<file path="config.mk">
export PLATFORM = sky130hd
export DESIGN_NAME = bitset_with_next_set_search_flat
export DESIGN_NICKNAME = d
export VERILOG_FILES = /design/src/hw/rtl/bset_pkg.sv /design/src/hw/rtl/bset_if.sv /design/src/hw/rtl/bset_ram.sv /design/src/hw/rtl/bset_ctrl.sv /design/src/hw/rtl/bset_dp.sv /design/src/hw/rtl/bitset_with_next_set_search.sv /design/src/flat_wrapper.sv
export SDC_FILE = /design/constraint.sdc
export NUM_CORES = 1
export LEC_CHECK = 0
export ABC_AREA = 1
export BUFFER_PORTS_ARGS = -buffer_cell sky130_fd_sc_hd__buf_2
export CORE_MARGIN = 4
export CORE_UTILIZATION = 45
export CTS_BUF_LIST = sky130_fd_sc_hd__clkbuf_8
export DETAILED_ROUTE_END_ITERATION = 10
export PLACE_DENSITY = 0.61
export SETUP_SLACK_MARGIN = 0.4
export SKIP_LAST_GASP = 1
export SLEW_MARGIN = 5
export SYNTH_ARGS = -nofsm -noshare
export SYNTH_HDL_FRONTEND = slang
export SYNTH_SLANG_ARGS = --single-unit
export TNS_END_PERCENT = 30
</file>
<file path="constraint.sdc">
create_clock -name clk -period 6.65 [get_ports clk]
set_input_delay 0.9975 -clock clk [delete_from_list [all_inputs] [get_ports clk]]
set_output_delay 0.9975 -clock clk [all_outputs]
set_load 0.005 [all_outputs]
</file>
<file path="src/hw/rtl/bset_pkg.sv">
// Shared widths, command codes and controller/datapath handshake types for the bit store.
package bset_pkg;

	localparam int CMD_W   = 3;
	localparam int INDEX_W = 11;
	localparam int FIDX_W  = 10;

	typedef enum logic [CMD_W-1:0] {
		OP_GET       = 3'd0,
		OP_SET       = 3'd1,
		OP_UNSET     = 3'd2,
		OP_FIND      = 3'd3,
		OP_SET_ALL   = 3'd4,
		OP_CLEAR_ALL = 3'd5,
		OP_RESIZE    = 3'd6
	} bset_op_t;

	// Commands from the controller to the datapath.
	typedef struct packed {
		logic idle;
		logic load;
		logic div;
		logic split;
		logic rd;
		logic merge;
		logic fill_all;
		logic set_len;
		logic set_err;
		logic out_load;
	} bset_ctl_t;

	// Status from the datapath to the controller.
	typedef struct packed {
		bset_op_t op;
		logic     idx_ge_len;
		logic     idx_gt_len;
		logic     idx_gt_max;
		logic     hit;
		logic     last_word;
		logic     out_free;
	} bset_sts_t;

endpackage

</file>
<file path="src/hw/rtl/bset_if.sv">
// Request and response channel interfaces of the bit store.
interface bset_cmd_if import bset_pkg::*; ();
	logic               valid;
	logic               ready;
	logic [CMD_W-1:0]   command;
	logic [INDEX_W-1:0] index;
	logic               fill_value;

	modport source (output valid, output command, output index, output fill_value,
		input ready);
	modport sink (input valid, input command, input index, input fill_value,
		output ready);
endinterface

interface bset_rsp_if import bset_pkg::*; ();
	logic              valid;
	logic              ready;
	logic              bit_value;
	logic              found;
	logic [FIDX_W-1:0] found_index;
	logic              status;

	modport source (output valid, output bit_value, output found, output found_index,
		output status, input ready);
	modport sink (input valid, input bit_value, input found, input found_index,
		input status, output ready);
endinterface

</file>
<file path="src/hw/rtl/bset_ram.sv">
// Generic simple dual-port RAM with one write port and one registered read port.
module bset_ram #(
	parameter int WIDTH = 32,
	parameter int DEPTH = 32,
	localparam int AW = (DEPTH > 1) ? $clog2(DEPTH) : 1
) (
	input  logic             clk,
	input  logic             wr_en,
	input  logic [AW-1:0]    wr_addr,
	input  logic [WIDTH-1:0] wr_data,
	input  logic             rd_en,
	input  logic [AW-1:0]    rd_addr,
	output logic [WIDTH-1:0] rd_data
);

	logic [WIDTH-1:0] mem [DEPTH];

	always_ff @(posedge clk) begin
		if (wr_en) begin
			mem[wr_addr] <= wr_data;
		end
		if (rd_en) begin
			rd_data <= mem[rd_addr];
		end
	end

endmodule

</file>
<file path="src/hw/rtl/bset_ctrl.sv">
// Controller state machine that sequences each request through the datapath.
module bset_ctrl import bset_pkg::*; (
	input  logic      clk,
	input  logic      arst_n,
	input  logic      req_valid,
	input  bset_sts_t sts,
	output bset_ctl_t ctl
);

	typedef enum logic [2:0] {
		S_IDLE,
		S_DECODE,
		S_SPLIT,
		S_READ,
		S_MERGE,
		S_RESP
	} state_t;

	state_t state_q;
	state_t state_nxt;

	always_ff @(posedge clk or negedge arst_n) begin
		if (!arst_n) begin
			state_q <= S_IDLE;
		end else begin
			state_q <= state_nxt;
		end
	end

	always_comb begin
		ctl       = '0;
		state_nxt = state_q;
		unique case (state_q)
			S_IDLE: begin
				ctl.idle = 1'b1;
				if (req_valid) begin
					ctl.load  = 1'b1;
					state_nxt = S_DECODE;
				end
			end
			S_DECODE: begin
				ctl.div = 1'b1;
				unique case (sts.op) inside
					OP_GET, OP_SET, OP_UNSET: begin
						if (sts.idx_ge_len) begin
							ctl.set_err = 1'b1;
							state_nxt   = S_RESP;
						end else begin
							state_nxt = S_SPLIT;
						end
					end
					OP_FIND: begin
						if (sts.idx_gt_len) begin
							ctl.set_err = 1'b1;
							state_nxt   = S_RESP;
						end else if (sts.idx_ge_len) begin
							state_nxt = S_RESP;
						end else begin
							state_nxt = S_SPLIT;
						end
					end
					OP_SET_ALL, OP_CLEAR_ALL: begin
						ctl.fill_all = 1'b1;
						state_nxt    = S_RESP;
					end
					OP_RESIZE: begin
						if (sts.idx_gt_max) begin
							ctl.set_err = 1'b1;
							state_nxt   = S_RESP;
						end else if (!sts.idx_gt_len) begin
							ctl.set_len = 1'b1;
							state_nxt   = S_RESP;
						end else begin
							state_nxt = S_SPLIT;
						end
					end
					default: begin
						ctl.set_err = 1'b1;
						state_nxt   = S_RESP;
					end
				endcase
			end
			S_SPLIT: begin
				ctl.split = 1'b1;
				state_nxt = S_READ;
			end
			S_READ: begin
				ctl.rd    = 1'b1;
				state_nxt = S_MERGE;
			end
			S_MERGE: begin
				ctl.merge = 1'b1;
				state_nxt = S_RESP;
				if (sts.op == OP_FIND) begin
					if (!sts.hit && !sts.last_word) begin
						state_nxt = S_READ;
					end
				end else if (sts.op == OP_RESIZE) begin
					if (sts.last_word) begin
						ctl.set_len = 1'b1;
					end else begin
						state_nxt = S_READ;
					end
				end
			end
			S_RESP: begin
				if (sts.out_free) begin
					ctl.out_load = 1'b1;
					state_nxt    = S_IDLE;
				end
			end
			default: begin
				state_nxt = S_IDLE;
			end
		endcase
	end

endmodule

</file>
<file path="src/hw/rtl/bset_dp.sv">
// Datapath: word store, length, index split, word scan and the response register.
module bset_dp import bset_pkg::*; #(
	parameter int MAX_BITS   = 1024,
	parameter int WORD_WIDTH = 32
) (
	input  logic      clk,
	input  logic      arst_n,
	bset_cmd_if.sink  cmd,
	bset_rsp_if.source rsp,
	input  bset_ctl_t ctl,
	output bset_sts_t sts
);

	localparam int NUM_WORDS = (MAX_BITS + WORD_WIDTH - 1) / WORD_WIDTH;
	localparam int WA_W      = (NUM_WORDS > 1) ? $clog2(NUM_WORDS) : 1;
	localparam int OFF_W     = $clog2(WORD_WIDTH);
	localparam int LEN_W     = $clog2(MAX_BITS + 1);
	localparam int X_W       = (LEN_W > INDEX_W) ? LEN_W : INDEX_W;
	localparam int SH        = X_W;
	localparam int RECIP     = (2 ** SH) / WORD_WIDTH;
	localparam int P_W       = X_W + SH;

	// Request fields and control state.
	bset_op_t           op_q;
	logic [INDEX_W-1:0] idx_q;
	logic               fillbit_q;
	logic [LEN_W-1:0]   len_q;
	logic [NUM_WORDS-1:0] valid_q;
	logic               pattern_q;

	// Walk position.
	logic [X_W-1:0]   quo_q;
	logic [WA_W-1:0]  word_q;
	logic [OFF_W-1:0] lo_q;
	logic [X_W-1:0]   base_q;

	// Result being built and the response register.
	logic              res_bit_q;
	logic              res_found_q;
	logic [FIDX_W-1:0] res_fidx_q;
	logic              res_err_q;
	logic              rsp_valid_q;
	logic              rsp_bit_q;
	logic              rsp_found_q;
	logic [FIDX_W-1:0] rsp_fidx_q;
	logic              rsp_err_q;

	logic [X_W-1:0]        idx_x;
	logic [X_W-1:0]        len_x;
	logic [X_W-1:0]        div_in;
	logic [P_W-1:0]        prod;
	logic [X_W-1:0]        qw;
	logic [X_W-1:0]        rem0;
	logic                  corr;
	logic [X_W-1:0]        quo_fix;
	logic [X_W-1:0]        rem_fix;
	logic [X_W-1:0]        bound;
	logic [X_W-1:0]        lim;
	logic [WORD_WIDTH-1:0] ram_rd;
	logic [WORD_WIDTH-1:0] word_eff;
	logic [WORD_WIDTH-1:0] range_mask;
	logic [WORD_WIDTH-1:0] hits;
	logic [WORD_WIDTH-1:0] bit_mask;
	logic [WORD_WIDTH-1:0] wr_data;
	logic [OFF_W-1:0]      pe;
	logic [X_W-1:0]        found_pos;
	logic                  wr_en;

	assign cmd.ready = ctl.idle;

	assign idx_x  = X_W'(idx_q);
	assign len_x  = X_W'(len_q);
	assign div_in = (op_q == OP_RESIZE) ? len_x : idx_x;
	assign bound  = (op_q == OP_RESIZE) ? idx_x : len_x;

	// Word index by reciprocal multiply; the estimate is low by at most one.
	assign prod    = P_W'(div_in) * P_W'(RECIP);
	assign qw      = quo_q * X_W'(WORD_WIDTH);
	assign rem0    = div_in - qw;
	assign corr    = rem0 >= X_W'(WORD_WIDTH);
	assign quo_fix = quo_q + X_W'(corr);
	assign rem_fix = corr ? (rem0 - X_W'(WORD_WIDTH)) : rem0;

	assign lim      = bound - base_q;
	assign word_eff = valid_q[word_q] ? ram_rd : {WORD_WIDTH{pattern_q}};
	assign bit_mask = WORD_WIDTH'(1) << lo_q;

	always_comb begin
		for (int j = 0; j < WORD_WIDTH; j++) begin
			range_mask[j] = (OFF_W'(j) >= lo_q) && (X_W'(j) < lim);
		end
	end

	assign hits = word_eff & range_mask;

	always_comb begin
		pe = '0;
		for (int j = WORD_WIDTH - 1; j >= 0; j--) begin
			if (hits[j]) begin
				pe = OFF_W'(j);
			end
		end
	end

	assign found_pos = base_q + X_W'(pe);

	always_comb begin
		if (op_q == OP_RESIZE) begin
			wr_data = (word_eff & ~range_mask) | (range_mask & {WORD_WIDTH{fillbit_q}});
		end else if (op_q == OP_SET) begin
			wr_data = word_eff | bit_mask;
		end else begin
			wr_data = word_eff & ~bit_mask;
		end
	end

	assign wr_en = ctl.merge &&
		((op_q == OP_SET) || (op_q == OP_UNSET) || (op_q == OP_RESIZE));

	bset_ram #(
		.WIDTH (WORD_WIDTH),
		.DEPTH (NUM_WORDS)
	) u_ram (
		.clk     (clk),
		.wr_en   (wr_en),
		.wr_addr (word_q),
		.wr_data (wr_data),
		.rd_en   (ctl.rd),
		.rd_addr (word_q),
		.rd_data (ram_rd)
	);

	always_comb begin
		sts.op         = op_q;
		sts.idx_ge_len = idx_x >= len_x;
		sts.idx_gt_len = idx_x > len_x;
		sts.idx_gt_max = idx_x > X_W'(MAX_BITS);
		sts.hit        = |hits;
		sts.last_word  = ({1'b0, base_q} + (X_W+1)'(WORD_WIDTH)) >= {1'b0, bound};
		sts.out_free   = !rsp_valid_q || rsp.ready;
	end

	// Length, word valid bits and fill pattern: words never written read as the pattern.
	always_ff @(posedge clk or negedge arst_n) begin
		if (!arst_n) begin
			len_q       <= '0;
			valid_q     <= '0;
			pattern_q   <= 1'b0;
			rsp_valid_q <= 1'b0;
		end else begin
			if (ctl.set_len) begin
				len_q <= idx_x[LEN_W-1:0];
			end
			if (ctl.fill_all) begin
				valid_q   <= '0;
				pattern_q <= (op_q == OP_SET_ALL);
			end else if (wr_en) begin
				valid_q[word_q] <= 1'b1;
			end
			if (ctl.out_load) begin
				rsp_valid_q <= 1'b1;
			end else if (rsp.ready) begin
				rsp_valid_q <= 1'b0;
			end
		end
	end

	always_ff @(posedge clk) begin
		if (ctl.load) begin
			op_q        <= bset_op_t'(cmd.command);
			idx_q       <= cmd.index;
			fillbit_q   <= cmd.fill_value;
			res_bit_q   <= 1'b0;
			res_found_q <= 1'b0;
			res_fidx_q  <= '0;
			res_err_q   <= 1'b0;
		end
		if (ctl.set_err) begin
			res_err_q <= 1'b1;
		end
		if (ctl.div) begin
			quo_q <= prod[P_W-1:SH];
		end
		if (ctl.split) begin
			word_q <= quo_fix[WA_W-1:0];
			lo_q   <= rem_fix[OFF_W-1:0];
			base_q <= div_in - rem_fix;
		end
		if (ctl.merge) begin
			word_q <= word_q + WA_W'(1);
			base_q <= base_q + X_W'(WORD_WIDTH);
			lo_q   <= '0;
			if (op_q == OP_GET) begin
				res_bit_q <= word_eff[lo_q];
			end
			if ((op_q == OP_FIND) && (|hits)) begin
				res_found_q <= 1'b1;
				res_fidx_q  <= found_pos[FIDX_W-1:0];
			end
		end
		if (ctl.out_load) begin
			rsp_bit_q   <= res_bit_q;
			rsp_found_q <= res_found_q;
			rsp_fidx_q  <= res_fidx_q;
			rsp_err_q   <= res_err_q;
		end
	end

	assign rsp.valid       = rsp_valid_q;
	assign rsp.bit_value   = rsp_bit_q;
	assign rsp.found       = rsp_found_q;
	assign rsp.found_index = rsp_fidx_q;
	assign rsp.status      = rsp_err_q;

endmodule

</file>
<file path="src/hw/rtl/bitset_with_next_set_search.sv">
// Top level of the bit store with find-next-set search.
//
//   channel  dir  modport  payload
//   cmd      in   sink     command[2:0], index[10:0], fill_value
//   rsp      out  source   bit_value, found, found_index[9:0], status
//
// One request is worked at a time. Get, set and unset go from one accepted
// request to the next through decode, index split, word read, merge and response.
// Find-next and a growing resize repeat the word read and merge for every further
// word visited, up to every word of the store; the read-then-merge loop comes
// from the single registered-read RAM port. Set-all, clear-all, shrinking resize
// and rejected requests go from decode straight to the response.
// Reset clears the length, the word valid bits and the fill pattern at once, so
// the store reads as all zeros without a clearing pass.
// A stalled response waits in the output register; the next request is still
// accepted and worked until its own response is ready to be loaded.
module bitset_with_next_set_search import bset_pkg::*; #(
	parameter int MAX_BITS   = 1024,
	parameter int WORD_WIDTH = 32
) (
	input  logic       clk,
	input  logic       arst_n,
	bset_cmd_if.sink   cmd,
	bset_rsp_if.source rsp
);

	bset_ctl_t ctl;
	bset_sts_t sts;

	// The controller decides the sequence of steps from the datapath status.
	bset_ctrl u_ctrl (
		.clk       (clk),
		.arst_n    (arst_n),
		.req_valid (cmd.valid),
		.sts       (sts),
		.ctl       (ctl)
	);

	// The datapath holds the store, the length and the response register.
	bset_dp #(
		.MAX_BITS   (MAX_BITS),
		.WORD_WIDTH (WORD_WIDTH)
	) u_dp (
		.clk    (clk),
		.arst_n (arst_n),
		.cmd    (cmd),
		.rsp    (rsp),
		.ctl    (ctl),
		.sts    (sts)
	);

	// Only one request is in flight, so acceptance is followed by a busy cycle.
	a_one_in_flight: assert property (@(posedge clk) disable iff (!arst_n)
		(cmd.valid && cmd.ready) |=> !cmd.ready)
		else $error("request accepted while another is in flight");

	// A rejected request never reports a located bit.
	a_err_not_found: assert property (@(posedge clk) disable iff (!arst_n)
		rsp.valid |-> !(rsp.status && rsp.found))
		else $error("response flags both an error and a found bit");

	// A position is only reported together with found.
	a_index_zero: assert property (@(posedge clk) disable iff (!arst_n)
		(rsp.valid && !rsp.found) |-> (rsp.found_index == '0))
		else $error("found_index set without found");

	// A search result never carries a read bit.
	a_found_no_bit: assert property (@(posedge clk) disable iff (!arst_n)
		(rsp.valid && rsp.found) |-> !rsp.bit_value)
		else $error("found response carries bit_value");

	// The response register is loaded only when it is free.
	a_load_free: assert property (@(posedge clk) disable iff (!arst_n)
		ctl.out_load |-> sts.out_free)
		else $error("response overwritten while stalled");

endmodule
</file>
<file path="src/flat_wrapper.sv">
// flat-port wrapper written by rule: the top's interface ports become plain ports
module bitset_with_next_set_search_flat import bset_pkg::*;
#(
	parameter int MAX_BITS   = 1024,
	parameter int WORD_WIDTH = 32
)
  (clk, arst_n, cmd_valid, cmd_command, cmd_index, cmd_fill_value, cmd_ready, rsp_valid, rsp_bit_value, rsp_found, rsp_found_index, rsp_status, rsp_ready);
  bset_cmd_if cmd_i ();
  bset_rsp_if rsp_i ();
  input  logic clk;
  input  logic arst_n;
  input wire logic [$bits(cmd_i.valid)-1:0] cmd_valid;
  input wire logic [$bits(cmd_i.command)-1:0] cmd_command;
  input wire logic [$bits(cmd_i.index)-1:0] cmd_index;
  input wire logic [$bits(cmd_i.fill_value)-1:0] cmd_fill_value;
  output wire logic [$bits(cmd_i.ready)-1:0] cmd_ready;
  output wire logic [$bits(rsp_i.valid)-1:0] rsp_valid;
  output wire logic [$bits(rsp_i.bit_value)-1:0] rsp_bit_value;
  output wire logic [$bits(rsp_i.found)-1:0] rsp_found;
  output wire logic [$bits(rsp_i.found_index)-1:0] rsp_found_index;
  output wire logic [$bits(rsp_i.status)-1:0] rsp_status;
  input wire logic [$bits(rsp_i.ready)-1:0] rsp_ready;
  assign cmd_i.valid = cmd_valid;
  assign cmd_i.command = cmd_command;
  assign cmd_i.index = cmd_index;
  assign cmd_i.fill_value = cmd_fill_value;
  assign cmd_ready = cmd_i.ready;
  assign rsp_valid = rsp_i.valid;
  assign rsp_bit_value = rsp_i.bit_value;
  assign rsp_found = rsp_i.found;
  assign rsp_found_index = rsp_i.found_index;
  assign rsp_status = rsp_i.status;
  assign rsp_i.ready = rsp_ready;
  bitset_with_next_set_search #(.MAX_BITS(MAX_BITS), .WORD_WIDTH(WORD_WIDTH)) u_core (.clk(clk), .arst_n(arst_n), .cmd(cmd_i), .rsp(rsp_i));
endmodule
</file>
==> metrics.md <==
| Metric | Value |
|---|---|
| Area leader, netlist | edfxtp_1 |
| Starting Density | between 40% and 50% |
| Synthesized area | just under 50000 µm² |
| Combinational power share | 41.9% |
| VDD IR max | roughly 0.33 mV |
| Register bit total from synthesis | 1167 |
| # rows | 120 |
| Setup Skew | about 53 ps |
| Total power | about 29 mW |
| Via count | 33900 |
| Placed Area | just over 50000 µm² |
| Crit start category | flip-flop |
| P_int | ~17 mW |
| Post-Route WL | around 150000 µm |
| Multi-input gate area | between 10000 and 15000 µm² |
| Layout cells sized above 1 | between 10% and 20% |
| Arrival @ worst endpoint | around 6000 ps |
| WL per Instance | 25.7 µm |
| Post-route cell area | roughly 55000 µm² |
| Headroom to the max-slew limit | around 12% |
| Final ANT Viol Nets | 0 |
| Post-synth top cells | edfxtp_1 (1101), nor2_1 (678), o21ai_0 (654) |
| WP data required | between 7000 and 8000 ps |
| Antenna violations before repair | 3 |
| Max_cap viols | 0 |
| Outcome | completed |
| Largest net degree at the start of global routing | 180 |
| Register area | ~35000 µm² |
| Total GRT Usage | 25.6% |
| Final Critical Period | around 5400 ps |
| Worst-path clk slew | 60 ps |
| Fmax | ~190 MHz |
| CTS resizes | 0 |
| PortBufs | 33 |
| Crit end category | flip-flop |
| R2R depth | 24 |
| Die height | 338 µm |
| Most frequent cell after synthesis | edfxtp_1 |
| H-tree depth | 4 |
| Period utilization | a little over 80% |
| Mapped Cells | between 4000 and 5000 |
| Largest cells by area after synthesis | edfxtp_1 (67%), o21ai_0 (6.7%), nor2_1 (5.2%) |
| First-pass GRT wire length | approximately 210000 µm |
| Peak fanout along the critical path | 25 |
| Worst path cell trace | nand3_2, o21ai_0, ha_1, a21oi_1, o21ai_0, a21o_1, a21oi_1, xor2_1, nand4_1, nor2_1, xor2_1, inv_1, ha_1, o21ai_0, inv_1, o21a_1, o21ai_0, nand2_1, nand2_1, inv_1, nor2_1, xnor2_1, xnor2_1, o21ai_0 |
| Flop pwr share | 37.9% |
| Setup-failing EPs final | 0 |
| Vias in the first global route | around 32000 |
| Hold slack | approximately 240 ps |
| CTS tree | yes |
| Vias per cell | roughly 6 |
| Setup TNS | 0 ps |
| Setup CP Type | flip-flop to flip-flop |
| Sw frac | 41.8% |
| Final-stage net count | about 4200 |
| Number of synthesized flops with an enable pin | 1101 |
| Hold crit path type | primary input to asynchronous set/reset pin |
| Final hold vios | 0 |
| Seq/Total Area, Yosys | 70.6% |
| Clk Tree Root Cell | clkbuf_8 |
| Final Max Tran Viols | 0 |
| Syn Area/Cell | ~12 µm² |
| Clock Latency Late Sink | between 800 and 900 ps |
| Die area | 114000 µm² |
| Clock Power Share | between 20% and 30% |
| Unrepaired setup endpoints after global routing | false |
| Number of setup buffers added after CTS | 0 |
| Longest Clk Path Bufs | 3 |
| HPWL Detailed | 80600 µm |
| Final GP Congestion | 0.983 |
| Main synth FF type | edfxtp_1 |
| Util after Layout | about half |
| PwrDens | between 500 and 600 nW/µm² |
| Asr flop ratio synth | around 4.1% |
| First drt pass iteration count | 6 |
| Post-CTS Hold Buffers | 0 |
| Core area | approximately 110000 µm² |
| NetSw | ~12 mW |
| DRC | 0 |
| YS warnings | 0 |
| # fillers | ~9400 |
| DRT iter0 DRCs | 4037 |
| Die X | ~340 µm |
| CP peak stage delay | around 590 ps |
| CTS Buf Count | roughly 190 |
| P_leak | roughly 19 nW |
| Area delta synth->final | 12.1% |
| Congestion Overflow GR | 0 |
| Worst slew pin tran | about 1300 ps |
| Top Ports | 34 |
| Synth cell types | 60 |
| CTS Sinks | between 1000 and 1500 |
| CP dominant cell by count | o21ai_0 |
| CP max-delay cell | edfxtp_1 |
| Area share of the largest cell type after synthesis | roughly 67% |
==> cells in the final DEF (no fill, tap or decap), drive strengths merged, types with 18 or more instances in the layout <==
cell,count
clkbuf,195
clkinv,49
a21oi,87
buf,139
o21a,30
o21ai,666
inv,268
nand4,21
nand3,60
dfrtp,48
o22ai,281
nand2,384
dfxtp,18
ha,44
a221oi,63
nor2,688
edfxtp,1101
nor3,22
a31oi,19
a22o,60
==> worst max-delay path, delay by kind of cell, from the launching register on <==
| kind | cells | cell delay, ps |
|---|---|---|
| xor gates and xnor gates | 4 | 730 |
| AOI/OAI and AO/OA | 9 | 1860 |
| buffers and inverters | 3 | 180 |
| DFF | 1 | 590 |
| adders and majority gates | 2 | 650 |
| and+or+nand+nor | 6 | 1040 |
==> registers in the layout, indices dropped and copies added, names as in the netlist <==
name	flops
u_core.u_dp.rsp.bit_value	1
u_core.u_dp.fillbit_q	1
u_core.u_dp.lo_q	5
u_core.u_dp.rsp.found_index	10
u_core.u_dp.res_bit_q	1
u_core.u_dp.quo_q	6
u_core.u_dp.op_q	3
u_core.u_dp.u_ram.mem	1024
u_core.u_dp.res_found_q	1
u_core.u_dp.u_ram.rd_data	32
u_core.u_dp.base_q	6
u_core.u_dp.rsp.valid	1
u_core.u_dp.rsp.found	1
u_core.u_dp.valid_q	32
u_core.u_dp.res_fidx_q	10
u_core.u_dp.idx_q	11
u_core.u_dp.res_err_q	1
u_core.u_dp.rsp.status	1
u_core.u_dp.word_q	5
u_core.u_dp.len_q	11
u_core.u_dp.pattern_q	1
u_core.u_ctrl.state_q	3
==> stage by stage <==
stage / std cells / setup slack [ps]
after global routing: 5720 / 606
after CTS: 5718 / 1260
after floorplan: 4077 / 1110
after global placement: 5379 / 1310
final: 5720 / 1280
after detailed placement: 5379 / 1290
==> worst paths after layout <==
path	endpoint	from	slack (ps)
setup / recovery	u_core.u_dp.base_q[10]	u_core.u_dp.op_q[1]	1280
hold / removal	u_core.u_dp.valid_q[5]	arst_n	240
setup reg to reg	u_core.u_dp.base_q[10]	u_core.u_dp.op_q[1]	1280
hold reg to reg	u_core.u_dp.rsp.found_index[2]	u_core.u_dp.res_fidx_q[2]	430
max in group asynchronous	u_core.u_dp.valid_q[19]	arst_n	5890
min in group clk	u_core.u_dp.idx_q[4]	cmd_index[4]	300
==> power by group through the flow <==
stage	Combinational (mW)	Sequential [mW]	Clock, mW
6_report	12.2	11.0	5.88
5_1_grt	13.4	11.1	6.33
4_1_cts	12.1	11.0	5.98
3_5_place_dp	12.0	11.2	0
3_3_place_gp	11.9	11.2	0
2_1_floorplan	7.70	11.1	0
==> routing by layer <==
metal / vias up / GRT usage [%] / wire (µm)
met3: 311 / 4.92 / 12200
met5: - / 0 / 16
li1: 15200 / - / -
met2: 1536 / 39.5 / 67000
met4: 2 / 10.0 / 5360
met1: 16800 / 36.2 / 62700
==> cell type report <==
cell class                 count  area share (%)
antenna                        1         0.00455
clock buffer                 195            4.88
clock inverter               144            1.58
inverter                     180            1.27
multi-input combinational   2491            24.1
sequential                  1167            63.0
tap                         1403            3.19
timing repair buffer         139            1.94
==> kinds of logic after synthesis <==
group | Yosys count | share of synthesized area [%]
AO/OA/AOI/OAI | 1232 | 14.6
AND/OR/NAND/NOR | 1190 | 9.91
flip-flops | 1167 | 70.6
buffers and inverters | 419 | 3.27
adder cells (fa/ha/maj) | 45 | 1.16
XOR/XNOR | 21 | 0.390
other | 2 | 0.0153
No activity file was read; power rests on OpenSTA's default activity.
